**config.mk**
```make
export PLATFORM = sky130hd
export DESIGN_NAME = hndm_merge
export DESIGN_NICKNAME = d
export VERILOG_FILES = /design/src/rtl/hamming_nearest_descriptor_match_assert.svh /design/src/rtl/hndm_pkg.sv /design/src/rtl/hndm_merge.sv
export SDC_FILE = /design/constraint.sdc
export NUM_CORES = 1
export LEC_CHECK = 0
export ABC_AREA = 1
export ABC_CLOCK_PERIOD_IN_PS = 3180
export BUFFER_PORTS_ARGS = -buffer_cell sky130_fd_sc_hd__buf_2
export CORE_ASPECT_RATIO = 1.1
export CORE_MARGIN = 3
export CORE_UTILIZATION = 45
export DETAILED_ROUTE_END_ITERATION = 16
export GPL_ROUTABILITY_DRIVEN = 0
export GPL_TIMING_DRIVEN = 0
export PLACE_DENSITY_LB_ADDON = 0.3
export SLEW_MARGIN = 0
export SYNTH_ARGS = -nofsm -noshare
export SYNTH_HDL_FRONTEND = slang
export SYNTH_SLANG_ARGS = --single-unit
```
**constraint.sdc**
```tcl
create_clock -name clk_i -period 3.18 [get_ports clk_i]
set_input_delay 0.954 -clock clk_i [delete_from_list [all_inputs] [get_ports clk_i]]
set_output_delay 0.954 -clock clk_i [all_outputs]
set_load 0.01 [all_outputs]
```
**src/rtl/hamming_nearest_descriptor_match_assert.svh**
```systemverilog
// Assertion macros for the Hamming descriptor matcher.
// Expect clk_i and rst_ni in the scope of every use.
`ifndef HAMMING_NEAREST_DESCRIPTOR_MATCH_ASSERT_SVH
`define HAMMING_NEAREST_DESCRIPTOR_MATCH_ASSERT_SVH
`ifndef SYNTH
// Same-cycle implication.
`define HNDM_ASSERT_IMPL(lbl, a, b, msg) \
  lbl: assert property (@(posedge clk_i) disable iff (!rst_ni) (a) |-> (b)) \
    else $error(msg);
// Next-cycle implication.
`define HNDM_ASSERT_NEXT(lbl, a, b, msg) \
  lbl: assert property (@(posedge clk_i) disable iff (!rst_ni) (a) |=> (b)) \
    else $error(msg);
`else
`define HNDM_ASSERT_IMPL(lbl, a, b, msg)
`define HNDM_ASSERT_NEXT(lbl, a, b, msg)
`endif
`endif

```
**src/rtl/hndm_pkg.sv**
```systemverilog
// Shared constants, types and popcount helpers of the descriptor matcher.
// No dependencies.
`default_nettype none
package hndm_pkg;

  localparam int REF_DEPTH  = 1024;
  localparam int DESC_BYTES = 32;
  localparam int DEF_THRESH = 45;
  localparam int BYTE_BITS  = 8;

  localparam int WORDS      = 4;
  localparam int WORD_BITS  = 64;
  localparam int DESC_W     = WORDS * WORD_BITS;
  localparam int DESC_BITS  = DESC_BYTES * BYTE_BITS;

  localparam int LANES      = 4;
  localparam int LANE_W     = $clog2(LANES);
  localparam int ROWS       = REF_DEPTH / LANES;
  localparam int ROW_W      = $clog2(ROWS);
  localparam int IDX_W      = ROW_W + LANE_W;
  localparam int COUNT_W    = $clog2(REF_DEPTH + 1);
  localparam int DIST_W     = $clog2(DESC_BITS + 1);
  localparam int PART_W     = $clog2(WORD_BITS + 1);
  localparam int THR_W      = 9;
  localparam int QIDX_W     = 16;
  localparam int OIDX_W     = 10;
  localparam int LANE_LAT   = 3;

  localparam logic [DESC_W-1:0] DESC_MASK = {DESC_W{1'b1}} >> (DESC_W - DESC_BITS);

  typedef enum logic [1:0] {
    FUNC_CLEAR = 2'd0,
    FUNC_LOAD  = 2'd1,
    FUNC_QUERY = 2'd2
  } func_e;

  typedef enum logic [2:0] {
    ST_IDLE  = 3'b001,
    ST_SCAN  = 3'b010,
    ST_DRAIN = 3'b100
  } state_e;

  typedef struct packed {
    logic                           active;
    logic                           last;
    logic [ROW_W-1:0]               row;
    logic [LANES-1:0]               vld;
    logic [LANES-1:0][DIST_W-1:0]   distance;
  } lane_res_t;

  typedef struct packed {
    logic              done;
    logic              found;
    logic [DIST_W-1:0] distance;
    logic [IDX_W-1:0]  idx;
  } merge_res_t;

  function automatic logic [3:0] pop_byte(input logic [BYTE_BITS-1:0] v);
    logic [3:0] n;
    n = '0;
    for (int i = 0; i < BYTE_BITS; i++) begin
      n = n + 4'(v[i]);
    end
    return n;
  endfunction

  function automatic logic [PART_W-1:0] pop_word(input logic [WORD_BITS-1:0] v);
    logic [PART_W-1:0] n;
    n = '0;
    for (int b = 0; b < WORD_BITS / BYTE_BITS; b++) begin
      n = n + PART_W'(pop_byte(v[b*BYTE_BITS +: BYTE_BITS]));
    end
    return n;
  endfunction

endpackage
`default_nettype wire

```
**src/rtl/hndm_merge.sv**
```systemverilog
// Merge stage: picks the nearest lane of a row and folds it into the running best.
// Depends on hndm_pkg.
`default_nettype none
module hndm_merge (
  input  wire logic                  clk_i,
  input  wire logic                  rst_ni,
  input  wire logic                  clear_i,
  input  wire hndm_pkg::lane_res_t   in_i,
  output hndm_pkg::merge_res_t       res_o
);
  import hndm_pkg::*;

  logic              row_found;
  logic [DIST_W-1:0] row_dist;
  logic [LANE_W-1:0] row_lane;
  logic              take;
  logic              found_q, done_q;
  logic [DIST_W-1:0] best_q;
  logic [IDX_W-1:0]  idx_q;

  // Lanes in index order; strict compare keeps the earliest on ties.
  always_comb begin
    row_found = 1'b0;
    row_dist  = '0;
    row_lane  = '0;
    for (int l = 0; l < LANES; l++) begin
      if (in_i.vld[l] && (!row_found || in_i.distance[l] < row_dist)) begin
        row_found = 1'b1;
        row_dist  = in_i.distance[l];
        row_lane  = LANE_W'(l);
      end
    end
  end

  assign take = in_i.active && row_found && (!found_q || row_dist < best_q);

  always_ff @(posedge clk_i or negedge rst_ni) begin
    if (!rst_ni) begin
      found_q <= 1'b0;
      done_q  <= 1'b0;
    end else begin
      done_q <= in_i.active && in_i.last;
      if (clear_i) begin
        found_q <= 1'b0;
      end else if (take) begin
        found_q <= 1'b1;
      end
    end
  end

  always_ff @(posedge clk_i) begin
    if (take) begin
      best_q <= row_dist;
      idx_q  <= {in_i.row, row_lane};
    end
  end

  assign res_o.done     = done_q;
  assign res_o.found    = found_q;
  assign res_o.distance = best_q;
  assign res_o.idx      = idx_q;

endmodule
`default_nettype wire

```
==> tab_implementation.tex <==
\begin{tabular}{lr}
\hline
Metric & Value \\
\hline
\multicolumn{2}{l}{\textbf{Status}} \\
\quad Status & finished with violations \\
\quad Violated checks & negative setup slack \\
\multicolumn{2}{l}{\textbf{STA}} \\
\quad Worst Skew & 0.00359 ns \\
\quad Worst-Margin Slew & 0.504 ns \\
\quad Final clock period utilization by the worst path & 226\% \\
\quad Final worst slack & -4.00 ns \\
\quad Maximum clock frequency & 0.139 GHz \\
\quad RSZ-0062 raised after global routing & true \\
\quad Final Setup Violations & 30 \\
\quad Tightest slew margin relative to the limit & 66.0\% \\
\quad Number of hold violations in the final report & 0 \\
\quad Min cycle time layout & 7.18 ns \\
\quad Number of pins with negative max-slew slack in the final report & 0 \\
\quad TNS Setup & -102.36 ns \\
\multicolumn{2}{l}{\textbf{Critical path}} \\
\quad Maximum fanout along the worst path & 7 \\
\quad Crit path capture type & flop \\
\quad Top delay family on crit path & simple AND/OR/NAND/NOR gates \\
\quad Required time of the critical path & 3.19 ns \\
\quad Most frequent CP cell & sky130\_fd\_sc\_hd\_\_nand2\_1 \\
\quad Worst EP arrival & 7.19 ns \\
\quad Crit-path max cell delay & 0.33 ns \\
\quad Critical path type & input port to flop \\
\quad Slowest cell on the critical path & sky130\_fd\_sc\_hd\_\_ha\_1 \\
\quad CP bufs+invs & 11 \\
\quad Critical path launch point type & input port \\
\multicolumn{2}{l}{\textbf{Final layout}} \\
\quad Combined area of the multi-input logic cells & 1880 um2 \\
\quad Net count, final & 442 \\
\quad Final Util & 97.0\% \\
\quad Final Non-Filler Cells & 406 \\
\quad Antenna fix cells & 0 \\
\quad FILL cells & 65 \\
\quad Layout cell share with drive strength beyond 1 & 70.5\% \\
\quad FF/Latch Area & 621 um2 \\
\quad Design area & 3680 um2 \\
\quad Area growth from synthesis to final layout & 100\% \\
\multicolumn{2}{l}{\textbf{Placement}} \\
\quad Port Buffers & 73 \\
\quad Total instance count after detailed placement & 354 \\
\quad Area after detailed placement & 2450 um2 \\
\quad Final HPWL DP & 3630 um \\
\multicolumn{2}{l}{\textbf{Detailed routing}} \\
\quad Post-detailed-route via-to-cell ratio & 6.70 \\
\quad Residual DRC & 0 \\
\quad 1st-iter DRT viols & 365 \\
\quad Via count & 2719 \\
\quad Wire length per cell after detailed routing & 28.9 um \\
\quad Total routed wirelength & 11700 um \\
\quad DRT antenna net count & 0 \\
\quad Drt first pass iters & 6 \\
\multicolumn{2}{l}{\textbf{GRT}} \\
\quad Global-route wire length before repair & 9960 um \\
\quad Global routing usage on met2 & 50.6\% \\
\quad GRT Util Overall & 27.1\% \\
\quad Met3 layer usage reported by global route & 4.62\% \\
\quad Overflow left after global routing & 0 \\
\quad Most congested layer reported by global routing & met2 \\
\quad Vias in the first global route & 2206 \\
\quad Initial antenna violation count & 0 \\
\quad Maximum number of pins on one net before global-route repair & 13 \\
\quad Global-route track usage on met1 & 27.6\% \\
\multicolumn{2}{l}{\textbf{Clocking}} \\
\quad TritonCTS clock tree & built \\
\quad Clock slew seen by the registers of the worst setup and hold paths & 0.09 ns \\
\quad Clock Root Buffer & sky130\_fd\_sc\_hd\_\_clkbuf\_8 \\
\quad Total number of H-tree levels & 1 \\
\quad Worst-case clock buffer depth & 2 \\
\quad Sink Count & 21 \\
\quad Clock latency reported for the late side of the worst-skew pair & 0.28 ns \\
\quad Num CTS Buffers & 3 \\
\multicolumn{2}{l}{\textbf{Pwr}} \\
\quad Switching share of total power & 43.6\% \\
\quad Share of power burned in registers & 22.0\% \\
\quad Leakage power & 1.65 nW \\
\quad Worst supply voltage drop on vdd & 0.277 mV \\
\quad Clock group share of total power & 11.5\% \\
\quad Internal cell power & 959 uW \\
\quad Gate power share & 66.5\% \\
\quad Net Switching & 741 uW \\
\quad Power per unit of standard cell area & 462 nW/um2 \\
\quad Total power & 1.70 mW \\
\multicolumn{2}{l}{\textbf{Yosys}} \\
\quad Synth Instances & 231 \\
\quad Net count of the mapped netlist & 316 \\
\quad Distinct cell type count after synthesis & 25 \\
\quad Primary flip-flop cell chosen by synthesis mapping & sky130\_fd\_sc\_hd\_\_edfxtp\_1 \\
\quad Mapped Area & 1840 um2 \\
\quad Leading area contributor after synthesis & sky130\_fd\_sc\_hd\_\_edfxtp\_1 \\
\quad FF+latch count, synth & 21 \\
\quad Most area-consuming cells after synthesis & sky130\_fd\_sc\_hd\_\_edfxtp\_1 31\%, sky130\_fd\_sc\_hd\_\_ha\_1 22\%, sky130\_fd\_sc\_hd\_\_nand2\_1 12\% \\
\quad Syn Area/Cell & 7.97 um2 \\
\quad Portion of synthesized cell area occupied by the leading cell type & 31.0\% \\
\quad Most repeated cell in the gate-level netlist after synthesis & sky130\_fd\_sc\_hd\_\_nand2\_1 \\
\quad Asr flop ratio synth & 9.52\% \\
\quad Total number of yosys warnings & 0 \\
\quad Number of enable-type register cells in the synthesized netlist & 19 \\
\quad Most frequent cells after synthesis & 57 x sky130\_fd\_sc\_hd\_\_nand2\_1, 32 x sky130\_fd\_sc\_hd\_\_ha\_1, 27 x sky130\_fd\_sc\_hd\_\_inv\_1 \\
\quad Post-synthesis sequential area ratio & 33.7\% \\
\multicolumn{2}{l}{\textbf{Floorplanning}} \\
\quad Row cnt & 23 \\
\quad Total die area & 4900 um2 \\
\quad Die extent in y & 73.1 um \\
\quad Placeable core region & 3800 um2 \\
\quad Die Width & 67.0 um \\
\quad Top-level port count & 74 \\
\quad Initial core utilization & 48.5\% \\
\multicolumn{2}{l}{\textbf{Worst hold path}} \\
\quad Min-delay worst type & input port to asynchronous set/reset pin \\
\multicolumn{2}{l}{\textbf{Run}} \\
\quad Max-cap viol count & 0 \\
\hline
\end{tabular}
==> stage by stage <==
stage	hold WS (ns)	setup slack, ns
6_report	0.450	-4.00
5_1_grt	0.440	-4.18
4_1_cts	0.456	-3.13
3_5_place_dp	0.576	-4.28
3_3_place_gp	0.557	-4.23
2_1_floorplan	0.545	-3.30
==> state kept, by name, indices dropped and copies added (netlist names) <==
register	cells
best_q	9
done_q	1
found_q	1
idx_q	10
==> worst register-to-register path: cells and delay by family, from the launching register on <==
| family | cells | cell delay (ns) |
|---|---|---|
| AO/OA/AOI/OAI | 3 | 0.51 |
| adder cells (fa/ha/maj) | 1 | 0.24 |
| buffers and inverters | 5 | 0.56 |
| flip-flops | 1 | 0.41 |
| AND/OR/NAND/NOR | 3 | 0.27 |
==> layout by cell type (no fill, tap or decap), types with 6 or more instances in the layout <==
master | synthesis | routed
sky130_fd_sc_hd__nand3_2 | 1 | 6
sky130_fd_sc_hd__nand3_1 | 12 | 7
sky130_fd_sc_hd__inv_2 | 0 | 6
sky130_fd_sc_hd__nand2_2 | 7 | 20
sky130_fd_sc_hd__nor2_4 | 0 | 8
sky130_fd_sc_hd__ha_1 | 32 | 9
sky130_fd_sc_hd__inv_1 | 27 | 20
sky130_fd_sc_hd__buf_4 | 3 | 31
sky130_fd_sc_hd__buf_2 | 1 | 72
sky130_fd_sc_hd__edfxtp_1 | 19 | 19
sky130_fd_sc_hd__nand2_1 | 57 | 31
sky130_fd_sc_hd__o21ai_2 | 0 | 12
sky130_fd_sc_hd__ha_4 | 0 | 21
sky130_fd_sc_hd__buf_6 | 0 | 12
sky130_fd_sc_hd__a21oi_4 | 0 | 10
sky130_fd_sc_hd__a21oi_2 | 1 | 10
sky130_fd_sc_hd__nand2_4 | 2 | 12
==> power groups by stage <==
stage                     clock network (mW)  logic, mW  registers, mW
final                                  0.195       1.13          0.374
after global routing                   0.205       1.16          0.375
after detailed placement                   0      0.449          0.371
after floorplan                            0      0.288          0.389
after CTS                              0.176      0.720          0.365
after global placement                     0      0.429          0.369
==> layout make-up <==
cell class,count,area share [%]
Sequential cell,21,16.8
Buffer,6,2.58
Clock inverter,1,0.136
Tap cell,50,1.70
Inverter,27,2.89
Multi-Input combinational cell,178,51.0
Timing Repair Buffer,120,23.8
Clock buffer,3,1.12
==> logic make-up after synthesis <==
family / count (synthesis) / share of synthesized area (%)
AND/OR/NAND/NOR: 101 / 24.6
adder cells (fa/ha/maj): 32 / 21.7
flip-flops: 21 / 33.7
buffers and inverters: 33 / 7.40
AO/OA/AOI/OAI: 44 / 12.6
==> final timing paths <==
check / from / endpoint / slack, ns / cells past startpoint
max in group asynchronous: rst_ni / done_q$_DFF_PN0_ / 2.63 / 1
worst max register to register: best_q[4]$_DFFE_PP_ / best_q[3]$_DFFE_PP_ / 0.92 / 12
worst min register to register: found_q$_DFFE_PN0P_ / found_q$_DFFE_PN0P_ / 0.65 / 2
worst min-delay path: rst_ni / found_q$_DFFE_PN0P_ / 0.45 / 1
worst max-delay path: in_i[36] / best_q[3]$_DFFE_PP_ / -4.00 / 45
min in group clk_i: found_q$_DFFE_PN0P_ / found_q$_DFFE_PN0P_ / 0.65 / 2
==> routing by layer <==
| metal | part of all wire, % | vias to the layer above | wire length, um |
|---|---|---|---|
| li1 | - | 1042 | - |
| met1 | 30 | 1201 | 3510 |
| met2 | 44 | 329 | 5220 |
| met3 | 12 | 147 | 1440 |
| met4 | 13 | 0 | 1570 |
| met5 | 0 | - | 0 |
==> what timing repair did <==
action / CTS / global route
endpoints found under the hold margin: 0 / 0
gates cloned: 5 / 0
hold buffers: 0 / 0
pin swaps: 34 / 25
setup endpoints to repair: 30 / 30
buffers inserted: 26 / 17
gates resized for setup: 84 / 81
(Power assumes the default switching activity.)
